$ cat src/ctf_pkg.sv
`default_nettype none

package ctf_pkg;

  localparam int CORDIC_STEPS        = 16;
  localparam int ANGLE_FRACTION_BITS = 15;

  localparam int CORDIC_ITERS = (CORDIC_STEPS < 24) ? CORDIC_STEPS : 24;
  localparam int IDX_W        = 5;
  localparam int CNT_W        = 6;

  localparam int XY_W  = 34;
  localparam int Z_W   = 35;
  localparam int MAG_W = 34;

  localparam logic signed [Z_W-1:0] PI_Q30 = 35'sd3373259426;

  localparam int SQ_W     = 56;
  localparam int SQ_STEPS = 28;
  localparam int ROOT_W   = 28;

  localparam int DEG_DIVISOR = 6283;
  localparam int DEG_SCALE   = 360000;
  localparam int DEG_SH      = 30 - ANGLE_FRACTION_BITS;
  localparam int N_W         = 53;
  localparam int T_W         = N_W - DEG_SH;
  localparam int Q_W         = T_W - 12;
  localparam int TILT_W      = Q_W + 1;
  localparam logic [N_W-1:0] HALF_DEN =
    N_W'(longint'(DEG_DIVISOR) << (29 - ANGLE_FRACTION_BITS));

  localparam int G_SH     = 28 - ANGLE_FRACTION_BITS;
  localparam int PRED_W   = (((24 + G_SH) > 40) ? (24 + G_SH) : 40) + 2;
  localparam int TERM_A_W = 17 + TILT_W + G_SH;
  localparam int TERM_B_W = 16 + PRED_W;
  localparam int ACC_W    = ((TERM_A_W > TERM_B_W) ? TERM_A_W : TERM_B_W) + 2;
  localparam int BLEND_SH = G_SH + 16;

  localparam int MA_W0 = (PRED_W > (T_W + 1)) ? PRED_W : (T_W + 1);
  localparam int MA_W1 = (MA_W0 > (MAG_W + 1)) ? MA_W0 : (MAG_W + 1);
  localparam int MA_W  = (MA_W1 > 25) ? MA_W1 : 25;
  localparam int MB_W  = ((ANGLE_FRACTION_BITS + 4) > 20) ? (ANGLE_FRACTION_BITS + 4) : 20;
  localparam int P_W   = MA_W + MB_W;

  // Division by the degree divisor is a multiplication by a rounded-up
  // reciprocal, split in two halves that fit the shared multiplier.
  localparam int     DEG_K     = 34 + ANGLE_FRACTION_BITS;
  localparam int     DEG_LO_W  = 19;
  localparam int     DEG_QSH   = DEG_K - DEG_LO_W;
  localparam longint DEG_RECIP =
    ((longint'(1) << DEG_K) + longint'(DEG_DIVISOR) - 1) / longint'(DEG_DIVISOR);
  localparam logic signed [MB_W-1:0] DEG_RECIP_LO =
    MB_W'(DEG_RECIP & ((longint'(1) << DEG_LO_W) - 1));
  localparam logic signed [MB_W-1:0] DEG_RECIP_HI = MB_W'(DEG_RECIP >> DEG_LO_W);

  localparam logic CFG_BLEND_WEIGHT = 1'b0;
  localparam logic CFG_STEP_SIZE    = 1'b1;

  typedef struct packed {
    logic             load;
    logic             step;
    logic [IDX_W-1:0] idx;
  } cordic_ctrl_t;

  function automatic logic [Z_W-1:0] atan_q30(input logic [IDX_W-1:0] idx);
    logic [Z_W-1:0] v;
    case (idx)
      5'd0:    v = 35'h03243F6A8;
      5'd1:    v = 35'h01DAC6705;
      5'd2:    v = 35'h00FADBAFC;
      5'd3:    v = 35'h007F56EA6;
      5'd4:    v = 35'h003FEAB76;
      5'd5:    v = 35'h001FFD55B;
      5'd6:    v = 35'h000FFFAAA;
      5'd7:    v = 35'h0007FFF55;
      5'd8:    v = 35'h0003FFFEA;
      5'd9:    v = 35'h0001FFFFD;
      5'd10:   v = 35'h0000FFFFF;
      5'd11:   v = 35'h00007FFFF;
      5'd12:   v = 35'h00003FFFF;
      5'd13:   v = 35'h00001FFFF;
      5'd14:   v = 35'h00000FFFF;
      5'd15:   v = 35'h000007FFF;
      5'd16:   v = 35'h000003FFF;
      5'd17:   v = 35'h000001FFF;
      5'd18:   v = 35'h000000FFF;
      5'd19:   v = 35'h0000007FF;
      5'd20:   v = 35'h0000003FF;
      5'd21:   v = 35'h0000001FF;
      5'd22:   v = 35'h0000000FF;
      5'd23:   v = 35'h00000007F;
      default: v = '0;
    endcase
    return v;
  endfunction

endpackage

`default_nettype wire

$ cat src/ctf_cordic.sv
`default_nettype none

module ctf_cordic
  import ctf_pkg::*;
(
  input  wire logic                    clk_i,
  input  wire cordic_ctrl_t            ctrl_i,
  input  wire logic signed [XY_W-1:0]  x_i,
  input  wire logic signed [XY_W-1:0]  y_i,
  output logic             [MAG_W-1:0] z_mag_o,
  output logic                         z_neg_o
);

  logic signed [XY_W-1:0] x_q;
  logic signed [XY_W-1:0] y_q;
  logic signed [Z_W-1:0]  z_q;
  logic                   skip_q;
  logic signed [XY_W-1:0] xs;
  logic signed [XY_W-1:0] ys;
  logic signed [Z_W-1:0]  at;

  assign xs = x_q >>> ctrl_i.idx;
  assign ys = y_q >>> ctrl_i.idx;
  assign at = $signed(atan_q30(ctrl_i.idx));

  always_ff @(posedge clk_i) begin
    if (ctrl_i.load) begin
      if (x_i == '0 && y_i == '0) begin
        x_q    <= '0;
        y_q    <= '0;
        z_q    <= '0;
        skip_q <= 1'b1;
      end else if (x_i < 0) begin
        x_q    <= -x_i;
        y_q    <= -y_i;
        z_q    <= (y_i >= 0) ? PI_Q30 : -PI_Q30;
        skip_q <= 1'b0;
      end else begin
        x_q    <= x_i;
        y_q    <= y_i;
        z_q    <= '0;
        skip_q <= 1'b0;
      end
    end else if (ctrl_i.step && !skip_q) begin
      if (y_q >= 0) begin
        x_q <= x_q + ys;
        y_q <= y_q - xs;
        z_q <= z_q + at;
      end else begin
        x_q <= x_q - ys;
        y_q <= y_q + xs;
        z_q <= z_q - at;
      end
    end
  end

  assign z_neg_o = z_q < 0;
  assign z_mag_o = z_neg_o ? MAG_W'(-z_q) : MAG_W'(z_q);

endmodule

`default_nettype wire

$ cat src/complementary_tilt_filter.sv
// Channel  Direction  Handshake                  Payload
// in       input      in_valid_i / in_stall_o    accel_x/y/z, rate_roll, rate_pitch
// out      output     out_valid_o / out_stall_i  roll_angle, pitch_angle
// cfg      input      cfg_we_i                   cfg_idx_i, cfg_data_i
// A request is taken only while the block is idle, so the next request is taken only
// after the result of the last one has been loaded into the output register.
// Each request passes through the bit-serial square root and the shared CORDIC stage,
// which runs once per axis, followed by a reciprocal multiplication and the blend.
// Reset clears both estimates and loads the default weight and step.
// A finished result waits in the output register while a new request is taken.

`default_nettype none

module complementary_tilt_filter
  import ctf_pkg::*;
(
  input  wire logic               clk_i,
  input  wire logic               rst_ni,
  input  wire logic               in_valid_i,
  output logic                    in_stall_o,
  input  wire logic signed [15:0] accel_x_i,
  input  wire logic signed [15:0] accel_y_i,
  input  wire logic signed [15:0] accel_z_i,
  input  wire logic signed [15:0] rate_roll_i,
  input  wire logic signed [15:0] rate_pitch_i,
  output logic                    out_valid_o,
  input  wire logic               out_stall_i,
  output logic signed [23:0]      roll_angle_o,
  output logic signed [23:0]      pitch_angle_o,
  input  wire logic               cfg_we_i,
  input  wire logic               cfg_idx_i,
  input  wire logic [23:0]        cfg_data_i
);

  typedef enum logic [16:0] {
    S_IDLE  = 17'b00000000000000001,
    S_SQY   = 17'b00000000000000010,
    S_SQZ   = 17'b00000000000000100,
    S_SQADD = 17'b00000000000001000,
    S_SQRT  = 17'b00000000000010000,
    S_CINIT = 17'b00000000000100000,
    S_CORD  = 17'b00000000001000000,
    S_DMUL  = 17'b00000000010000000,
    S_DINIT = 17'b00000000100000000,
    S_DLO   = 17'b00000001000000000,
    S_DHI   = 17'b00000010000000000,
    S_DQ    = 17'b00000100000000000,
    S_B1    = 17'b00001000000000000,
    S_B2    = 17'b00010000000000000,
    S_B3    = 17'b00100000000000000,
    S_B4    = 17'b01000000000000000,
    S_OUT   = 17'b10000000000000000
  } state_e;

  state_e state_q, state_d;

  logic [CNT_W-1:0] cnt_q;
  logic             axis_q;
  logic [15:0]      w_q;
  logic [23:0]      h_q;
  logic signed [23:0] roll_est_q;
  logic signed [23:0] pitch_est_q;
  logic               out_valid_q;
  logic signed [23:0] roll_out_q;
  logic signed [23:0] pitch_out_q;

  logic signed [15:0] ax_q, ay_q, az_q, gr_q, gp_q;
  logic signed [P_W-1:0]    prod_q;
  logic [31:0]              sumsq_q;
  logic [SQ_W-1:0]          sq_n_q, sq_res_q, sq_bit_q;
  logic [T_W-1:0]           deg_t_q;
  logic [P_W-1:0]           dlo_q;
  logic [Q_W-1:0]           tq_q;
  logic signed [PRED_W-1:0] pred_q;
  logic signed [ACC_W-1:0]  acc_q;

  logic in_acc, out_acc, out_load;
  logic signed [MA_W-1:0]  mul_a;
  logic signed [MB_W-1:0]  mul_b;
  logic signed [P_W-1:0]   prod_d;
  logic [SQ_W-1:0]         sq_try;
  logic [N_W-1:0]          deg_n;
  logic [T_W-1:0]          deg_t;
  logic [P_W:0]            deg_sum;
  logic [Q_W-1:0]          deg_q;
  logic signed [TILT_W-1:0] tilt_mag, tilt;
  logic signed [23:0]      est_sel;
  logic signed [15:0]      rate_sel;
  logic [16:0]             w_comp;
  logic signed [ACC_W-1:0] blend_sum, blend_r;
  logic signed [23:0]      blend_sat;
  logic signed [XY_W-1:0]  cx, cy;
  cordic_ctrl_t            cctrl;
  logic [MAG_W-1:0]        z_mag;
  logic                    z_neg;

  localparam logic signed [ACC_W-1:0] BLEND_ROUND =
    ACC_W'(longint'(1) << (G_SH + 15));
  localparam logic signed [ACC_W-1:0] EST_MAX = ACC_W'(8388607);
  localparam logic signed [ACC_W-1:0] EST_MIN = -ACC_W'(8388608);

  assign in_acc     = in_valid_i && !in_stall_o;
  assign out_acc    = out_valid_q && !out_stall_i;
  assign out_load   = (state_q == S_OUT) && (!out_valid_q || !out_stall_i);
  assign in_stall_o = (state_q != S_IDLE);

  assign est_sel  = axis_q ? pitch_est_q : roll_est_q;
  assign rate_sel = axis_q ? gp_q : gr_q;
  assign w_comp   = 17'd65536 - {1'b0, w_q};
  assign tilt_mag = $signed({1'b0, tq_q});
  assign tilt     = z_neg ? -tilt_mag : tilt_mag;

  always_comb begin
    mul_a = '0;
    mul_b = '0;
    unique case (state_q)
      S_IDLE:  mul_a = '0;
      S_SQY:   begin mul_a = MA_W'(ay_q); mul_b = MB_W'(ay_q); end
      S_SQZ:   begin mul_a = MA_W'(az_q); mul_b = MB_W'(az_q); end
      S_DMUL:  begin mul_a = MA_W'(z_mag); mul_b = MB_W'(DEG_SCALE); end
      S_DLO:   begin mul_a = MA_W'(deg_t_q); mul_b = DEG_RECIP_LO; end
      S_DHI:   begin mul_a = MA_W'(deg_t_q); mul_b = DEG_RECIP_HI; end
      S_B1:    begin mul_a = MA_W'(h_q); mul_b = MB_W'(rate_sel); end
      S_B2:    begin mul_a = MA_W'(tilt); mul_b = MB_W'(w_comp); end
      S_B3:    begin mul_a = MA_W'(pred_q); mul_b = MB_W'(w_q); end
      default: mul_a = '0;
    endcase
  end

  assign prod_d = mul_a * mul_b;

  assign sq_try  = sq_res_q + sq_bit_q;
  assign deg_n   = prod_q[N_W-1:0] + HALF_DEN;
  assign deg_t   = T_W'(deg_n >> DEG_SH);
  assign deg_sum = {1'b0, prod_q} + {1'b0, (dlo_q >> DEG_LO_W)};
  assign deg_q   = Q_W'(deg_sum >> DEG_QSH);

  assign blend_sum = acc_q + ACC_W'(prod_q);
  assign blend_r   = (blend_sum + BLEND_ROUND) >>> BLEND_SH;
  always_comb begin
    priority if (blend_r > EST_MAX) begin
      blend_sat = 24'sh7FFFFF;
    end else if (blend_r < EST_MIN) begin
      blend_sat = -24'sh800000;
    end else begin
      blend_sat = 24'(blend_r);
    end
  end

  assign cx = axis_q ? XY_W'(sq_res_q[ROOT_W-1:0]) : (XY_W'(az_q) <<< 12);
  assign cy = axis_q ? -(XY_W'(ax_q) <<< 12) : (XY_W'(ay_q) <<< 12);
  assign cctrl.load = (state_q == S_CINIT);
  assign cctrl.step = (state_q == S_CORD);
  assign cctrl.idx  = cnt_q[IDX_W-1:0];

  ctf_cordic u_cordic (
    .clk_i   (clk_i),
    .ctrl_i  (cctrl),
    .x_i     (cx),
    .y_i     (cy),
    .z_mag_o (z_mag),
    .z_neg_o (z_neg)
  );

  always_comb begin
    state_d = state_q;
    unique case (state_q)
      S_IDLE:  if (in_acc) state_d = S_SQY;
      S_SQY:   state_d = S_SQZ;
      S_SQZ:   state_d = S_SQADD;
      S_SQADD: state_d = S_SQRT;
      S_SQRT:  if (cnt_q == CNT_W'(SQ_STEPS - 1)) state_d = S_CINIT;
      S_CINIT: state_d = S_CORD;
      S_CORD:  if (cnt_q == CNT_W'(CORDIC_ITERS - 1)) state_d = S_DMUL;
      S_DMUL:  state_d = S_DINIT;
      S_DINIT: state_d = S_DLO;
      S_DLO:   state_d = S_DHI;
      S_DHI:   state_d = S_DQ;
      S_DQ:    state_d = S_B1;
      S_B1:    state_d = S_B2;
      S_B2:    state_d = S_B3;
      S_B3:    state_d = S_B4;
      S_B4:    state_d = axis_q ? S_OUT : S_CINIT;
      S_OUT:   if (out_load) state_d = S_IDLE;
      default: state_d = S_IDLE;
    endcase
  end

  always_ff @(posedge clk_i or negedge rst_ni) begin
    if (!rst_ni) begin
      state_q     <= S_IDLE;
      cnt_q       <= '0;
      axis_q      <= 1'b0;
      w_q         <= 16'd64225;
      h_q         <= 24'd16777;
      roll_est_q  <= '0;
      pitch_est_q <= '0;
      out_valid_q <= 1'b0;
    end else begin
      state_q <= state_d;
      if (cfg_we_i) begin
        unique case (cfg_idx_i)
          CFG_BLEND_WEIGHT: w_q <= cfg_data_i[15:0];
          CFG_STEP_SIZE:    h_q <= cfg_data_i;
          default:          w_q <= w_q;
        endcase
      end
      if (state_q != state_d || state_q == S_IDLE) begin
        cnt_q <= '0;
      end else begin
        cnt_q <= cnt_q + 1'b1;
      end
      if (state_q == S_IDLE) begin
        axis_q <= 1'b0;
      end else if (state_q == S_B4) begin
        axis_q <= 1'b1;
        if (axis_q) begin
          pitch_est_q <= blend_sat;
        end else begin
          roll_est_q <= blend_sat;
        end
      end
      if (out_load) begin
        out_valid_q <= 1'b1;
      end else if (out_acc) begin
        out_valid_q <= 1'b0;
      end
    end
  end

  always_ff @(posedge clk_i) begin
    prod_q <= prod_d;
    if (in_acc) begin
      ax_q <= accel_x_i;
      ay_q <= accel_y_i;
      az_q <= accel_z_i;
      gr_q <= rate_roll_i;
      gp_q <= rate_pitch_i;
    end
    if (state_q == S_SQZ) begin
      sumsq_q <= prod_q[31:0];
    end
    if (state_q == S_SQADD) begin
      sq_n_q   <= {sumsq_q + prod_q[31:0], 24'b0};
      sq_res_q <= '0;
      sq_bit_q <= SQ_W'(1) << (2 * (SQ_STEPS - 1));
    end else if (state_q == S_SQRT) begin
      if (sq_n_q >= sq_try) begin
        sq_n_q   <= sq_n_q - sq_try;
        sq_res_q <= (sq_res_q >> 1) + sq_bit_q;
      end else begin
        sq_res_q <= sq_res_q >> 1;
      end
      sq_bit_q <= sq_bit_q >> 2;
    end
    if (state_q == S_DINIT) begin
      deg_t_q <= deg_t;
    end
    if (state_q == S_DHI) begin
      dlo_q <= prod_q;
    end
    if (state_q == S_DQ) begin
      tq_q <= deg_q;
    end
    if (state_q == S_B2) begin
      pred_q <= (PRED_W'(est_sel) <<< G_SH) + PRED_W'(prod_q);
    end
    if (state_q == S_B3) begin
      acc_q <= ACC_W'(prod_q) <<< G_SH;
    end
    if (out_load) begin
      roll_out_q  <= roll_est_q;
      pitch_out_q <= pitch_est_q;
    end
  end

  assign out_valid_o   = out_valid_q;
  assign roll_angle_o  = roll_out_q;
  assign pitch_angle_o = pitch_out_q;

endmodule

`default_nettype wire

$ cat config.mk
export PLATFORM = sky130hd
export DESIGN_NAME = complementary_tilt_filter
export DESIGN_NICKNAME = d
export VERILOG_FILES = /design/src/ctf_pkg.sv /design/src/ctf_cordic.sv /design/src/complementary_tilt_filter.sv
export SDC_FILE = /design/constraint.sdc
export NUM_CORES = 2
export LEC_CHECK = 0
export BUFFER_PORTS_ARGS = -buffer_cell sky130_fd_sc_hd__buf_2
export CORE_UTILIZATION = 49
export CTS_BUF_LIST = sky130_fd_sc_hd__clkbuf_16
export CTS_CLUSTER_DIAMETER = 100
export CTS_CLUSTER_SIZE = 25
export DETAILED_ROUTE_END_ITERATION = 8
export PLACE_DENSITY = 0.63
export SYNTH_ARGS = -nofsm -noshare
export SYNTH_HDL_FRONTEND = slang
export SYNTH_SLANG_ARGS = --single-unit
$ cat constraint.sdc
create_clock -name clk_i -period 36.5 [get_ports clk_i]
set_clock_uncertainty 0.05 [all_clocks]
set_input_delay 7.3 -clock clk_i [delete_from_list [all_inputs] [get_ports clk_i]]
set_output_delay 7.3 -clock clk_i [all_outputs]
set_load 0.02 [all_outputs]
After elaboration in Yosys (flattened, before gate mapping)
Memories as Yosys holds them, arrays and structs flattened.
Index checks and enable logic that the tools add are counted.
{ "word_totals": {"reg_bits": 794, "romBits": 960, "mem_count": 1} }
{ "classes": {"addsub": 22, "n_mul": 1, "magnitude_cmp": 7, "n_eq_ne": 21, "n_shift": 2, "mux": 42, "n_bitwise": 3, "n_reduce_logical": 25} }
{ "mem_list": {"columns": ["name", "depth", "width", "read_ports", "rd_ports_with_merged_regs", "wr", "line", "source"], "rows": [
  ["(no name shown)", 32, 30, 1, 0, 0, "ctf_pkg.sv:67", "case (idx)"]
]} }
{ "ops": {"columns": ["cell", "n"], "rows": [
  ["$mux W34", 13],
  ["$pmux W42 S7", 1],
  ["$pmux W17 S17", 1],
  ["$mux W56", 4],
  ["$mux W35", 6],
  ["$pmux W20 S8", 1],
  ["$neg A34 Y34", 3],
  ["$mux W17", 5],
  ["$mux W24", 3],
  ["$add A34 B34 Y34", 2],
  ["$ge A34 B1 Y1 const B", 2],
  ["$logic_not A34 Y1", 2],
  ["$sshr A34 B5 Y34", 2],
  ["$sub A34 B34 Y34", 2],
  ["$mul A42 B20 Y62", 1],
  ["$add A60 B30 Y60 const B", 1],
  ["$add A60 B60 Y60", 1],
  ["$add A55 B55 Y56", 1],
  ["$add A56 B43 Y56", 1],
  ["$add A56 B55 Y56", 1],
  ["$ge A56 B56 Y1", 1],
  ["$sub A56 B56 Y56", 1],
  ["$add A53 B27 Y53 const B", 1],
  ["$add A37 B42 Y42", 1],
  ["44 further kinds", 66]
]} }

Depth between registers and ports, before layout
{ "logic_depth": {"depth_word": 8, "ltp_mapped": 40} }

By module
A second synthesis with hierarchy kept.
{ "unflattened": {"hier_cells": 9204, "area_unflattened_um2": 85077.8} }
{ "modules_own_cells": {"columns": ["module", "n_inst", "cells_each", "area_per_inst_um2", "seq_area_each_um2"], "rows": [
  ["complementary_tilt_filter", 1, 7015, 66940.5, 17902.2],
  ["ctf_cordic", 1, 2189, 18137.4, 3123.0]
]} }

Worst setup path after synthesis
No wires, ideal clock.
{ "synth_timing": {"kind": "register -> register", "from": "register state_q[7]", "to": "register prod_q[59]", "setup_ps": 120, "arrival_ps": 12652, "required_ps": 36330, "path_slack_ps": 23679, "stages_incl_launch_ff": 37, "path_buffers": 4, "period_less_slack_ps": 12821, "cell_sequence": "dfrtp_1 > or4_1 > nor2_1 > nand2_1 > nor3b_1 > or2_2 > buf_2 > buf_2 > a2111oi_0 > nand2_1 > clkbuf_1 > nand2_1 > fa_1 > inv_1 > fa_1 > inv_1 > fa_1 > inv_1 > fa_1 > fa_1 > fa_1 > inv_1 > fa_1 > inv_1 > ha_1 > and3_1 > clkbuf_1 > a311oi_1 > o21ai_0 > a21o_1 > o2111ai_1 > a41oi_1 > o41ai_1 > o211ai_1 > a311oi_1 > nor3_1 > a211o_1"} }
{ "synth_between": {"elab_chain_cells": 4, "elab_cells_between_ends": 12, "cone_classes": "1 x mul; 8 x eq/ne; 2 x mux; 1 x reduce/logical"} }
{ "synth_lines": {"columns": ["item", "line", "source"], "rows": [
  ["start: declaration", "complementary_tilt_filter.sv:55", "state_e state_q, state_d;"],
  ["start signal: assignment", "complementary_tilt_filter.sv:200", "state_q <= state_d;"],
  ["$eq A17 B11 Y1 / $eq A17 B10 Y1 (equally long branches)", "complementary_tilt_filter.sv:116", "unique case (state_q)"],
  ["$reduce_or A2 Y1 (no source line)", null, null],
  ["$pmux W42 S7", "complementary_tilt_filter.sv:116", null],
  ["$mul A42 B20 Y62 (*)", "complementary_tilt_filter.sv:130", "assign prod_d = mul_a * mul_b;"],
  ["net prod_d[59]", "complementary_tilt_filter.sv:80", "logic signed [P_W-1:0] prod_d;"],
  ["end signal: assignment", "complementary_tilt_filter.sv:232", "prod_q <= prod_d;"],
  ["end: declaration", "complementary_tilt_filter.sv:68", "logic signed [P_W-1:0] prod_q;"]
]} }
The timed path passes the listed nets; every way through them passes the cells marked *.
A chain may end at the register's enable or synchronous reset.

Worst setup path in the final report
{ "layout_timing": {"from": "register u_cordic.z_q[5]", "to": "register prod_q[61]"} }
{ "layout_between": {"elab_chain_cells": 4, "elab_cells_between_ends": 6, "cone_classes": "1 x add/sub; 1 x mul; 1 x order compare; 3 x mux"} }
{ "layout_lines": {"columns": ["item", "line", "source"], "rows": [
  ["start: declaration", "ctf_cordic.sv:16", "logic signed [Z_W-1:0] z_q;"],
  ["start signal: assignment", "ctf_cordic.sv:36", "z_q <= (y_i >= 0) ? PI_Q30 : -PI_Q30;"],
  ["start signal: assignment", "ctf_cordic.sv:48", "z_q <= z_q + at;"],
  ["start signal: assignment", "ctf_cordic.sv:52", "z_q <= z_q - at;"],
  ["$neg A34 Y34 / $lt A35 B1 Y1 (equally long branches)", "ctf_cordic.sv:58, ctf_cordic.sv:57", null],
  ["$mux W34 / $mux W27 (equally long branches)", "ctf_cordic.sv:58, complementary_tilt_filter.sv:111", null],
  ["$pmux W42 S7 (*)", "complementary_tilt_filter.sv:116", null],
  ["$mul A42 B20 Y62 (*)", "complementary_tilt_filter.sv:130", null],
  ["net prod_d[61]", "complementary_tilt_filter.sv:80", null]
]} }
Marked as above.

==> impl_metrics.toml <==
[layout]
layout_common_cells = "1079 x inv_1, 911 x nand2_1, 855 x nor2_1, 822 x fa_1, 573 x ha_1"
fin_nets = 10500
fin_area_sq_um = 88900
drive_above_1_share_pct = 8.14
final_cells = 11200
syn2layout_area_growth_pct = 6.12
fillers = 15500
layout_commonest_cell = "inv_1"

[worst_setup_path]
cp_max_fo = 10
critPathSlowestCell = "a2111oi_4"
setup.worst_path.start_class = "register"
crit_type = "register to register"
r2r-start = "u_cordic.z_q[5]"
r2r_end = "prod_q[61]"
cp_common_cell = "fa_1"
critPathCaptureType = "register"
ff2ff_setup_slack_ps = 22960
critPathRequiredTime_ps = 37020
crit_path_start = "u_cordic.z_q[5]"
slowest_delay_ps = 1050
rr_worst_depth = 35
worst_ep_arrival_time_ps = 14050

[timing]
period_share_pct = 37.1
slew_headroom_pct = 7.77
hold_viol = 0
grt_setup_unrepaired = "false"
setup_viol = 0
tightest_slew_ps = 1370
finalMaxSlewViolations = 0
fmax_mhz = 73.9
finalSetupTns_ps = 0
fin_crit_ps = 13540

[status]
status = "finished with violations"
violations = "design-rule violations"

[min_path]
hold_depth = 2
hold_class = "register to register"
hp-start = "sq_n_q[23]"
min_to = "sq_n_q[23]"

[synthesis]
synth_area_leader_cell = "fa_1"
synth_xor_area_share_pct = 6.30
synth-compound-area-share_pct = 15.2
avgSynthCellArea_sq_um = 9.29
synthMuxAreaShare_pct = 4.54
syn-instance-count = 9010
synth_edf_count = 492
synth_simple_gate_area_share_pct = 13.8
synthFlopType = "edfxtp_1"
ys_top_cells_by_area = "fa_1 20%, edfxtp_1 18%, ha_1 8.6%"
seq_area_frac_synth_pct = 25.1
async_flop_share_pct = 14.6
yosysWarnings = 0
netlist_area_sq_um = 83700
synth_top_family_by_area = "adder cells"
ys_ff_latch = 775
synth_top_area_share_pct = 19.6
synthAdderAreaFrac_pct = 28.2
synthesis.nets = 10500
synth.distinct_cells = 114

[flow_run]
cap_viol_max_count = 0

[floorplanning]
dieArea_sq_um = 173000
die_h_um = 415
start_util_pct = 49.4
coreArea_sq_um = 169000
rows = 151
io_pins = 160
die_w_um = 415

[routing]
vias_per_cell = 6.12
first_pass_iters = 9
remaining_drc_errors = 2
drt-initial-drc-count = 6710
antenna_left = 0
avgRoutedWirePerCell_um = 25.9
wirelength_um = 291000
vias = 68800

[power]
p_per_area_nw_per_um2 = 32.0
p_leak_uw = 0.0395
peakVddDrop_v = 0.0000564

[clocking]
clkSinkCount = 775
post-cts-setup-buffers = 0
numCtsBuffers = 48
cts_tree = "yes"
cts_resized = 0
max-clock-path-buffers = 3
h-tree-depth = 2
root_buffer = "clkbuf_16"
cts_hold_buf = 0
path_clk_slew_ps = 100
clk_latency_ps = 750

[global_route]
grt_util_all_layers_pct = 33.7
grt_max_degree = 79
overflow = 0
grt_pass1_vias = 68800
antenna_found_initial = 11
grt_pass1_wl_um = 438000

[place]
hpwl_um = 229000
placed_cell_area_sq_um = 87200
place_congestion = 1.02
dp.cells = 11100
numPortBuffers = 159
==> worst max-delay path, delay by kind of cell (launching register included) <==
| family | cells | cell delay, ps |
|---|---|---|
| xor+xnor | 2 | 990 |
| fa+ha+maj | 8 | 3910 |
| flops | 1 | 510 |
| compound gates | 13 | 4980 |
| simple gates | 8 | 2700 |
| buf+inv | 4 | 210 |
==> sequential cells by signal, summed over array words and instances (netlist names), 35 cells and up <==
signal and flops:
sq_n_q 56, pred_q 42, acc_q 47, dlo_q 43
sq_res_q 56, prod_q 62, deg_t_q 38, u_cordic.z_q 35
==> cells in the mapped netlist (59+ instances only) <==
library cell  number
and2_1            59
ha_1             573
fa_1             822
xor2_1           273
or3_1             60
clkbuf_1         316
mux4_2            85
mux2_2            85
o21ai_0          445
nand2_1          912
o21a_1            89
a21o_1           226
edfxtp_1         492
mux2i_1           93
nand3_1          138
a21oi_1          449
nand2b_1          73
nor2b_1           77
nor2_1           863
dfrtp_1           97
a31oi_1           76
o21bai_1          69
inv_1           1073
dfxtp_1          170
xnor2_1          327
nor3_1           103
==> power by group <==
part	switching, uW	internal [uW]	total, uW
Clock	380	268	648
Combinational	734	369	1100
Sequential	87.2	1000	1090
==> layout make-up <==
type	count	area, sq um	area share (%)
inverters	1077	4040	4.55
diodes	9	22.5	0.0253
flip-flops and latches	775	21000	23.7
well taps	2218	2780	3.12
clock inverters	41	452	0.508
repair buffers	299	1850	2.09
clock buffers	49	1230	1.38
multi-input cells	6759	57500	64.7
==> logic make-up (layout without fill, tap and decap cells) <==
group           count (synthesis)  in the layout
fa+ha+maj                    1395           1395
simple gates                 2571           2571
xor+xnor                      601            601
other cells                     0              9
compound gates               1929           1929
flops                         775            775
buf+inv                      1476           1466
mux                           263            263
==> metrics by stage <==
| stage | power, uW | setup WS [ps] | hold slack [ps] | utilization, % |
|---|---|---|---|---|
| 2_1_floorplan | 1750 | 23680 | 336 | - |
| 3_3_place_gp | 2170 | 23470 | 399 | 51.4 |
| 3_5_place_dp | 2180 | 23360 | 408 | 51.4 |
| 4_1_cts | 2840 | 23260 | 426 | 52.4 |
| 5_1_grt | 2980 | 22170 | 439 | 52.4 |
| 6_report | 2840 | 22960 | 429 | 52.4 |
==> per-layer routing <==
metal / part of all wire [%] / GRT usage [%] / up-vias / wire [um]
li1: - / - / 30700 / -
met1: 40 / 43.6 / 34400 / 116000
met2: 44 / 52.2 / 2902 / 129000
met3: 8.5 / 6.67 / 735 / 24700
met4: 7.4 / 20.6 / 4 / 21500
met5: 0.0096 / 0 / - / 28
==> worst max-delay path by stage <==
stage | slack (ps) | endpoint
floorplan | 23680 | prod_q[59]
global placement | 23470 | prod_q[61]
detailed placement | 23360 | prod_q[61]
CTS | 23260 | prod_q[61]
global route | 22170 | prod_q[61]
finish | 22960 | prod_q[61]
Note: power is estimated with default switching activity, not from simulation.
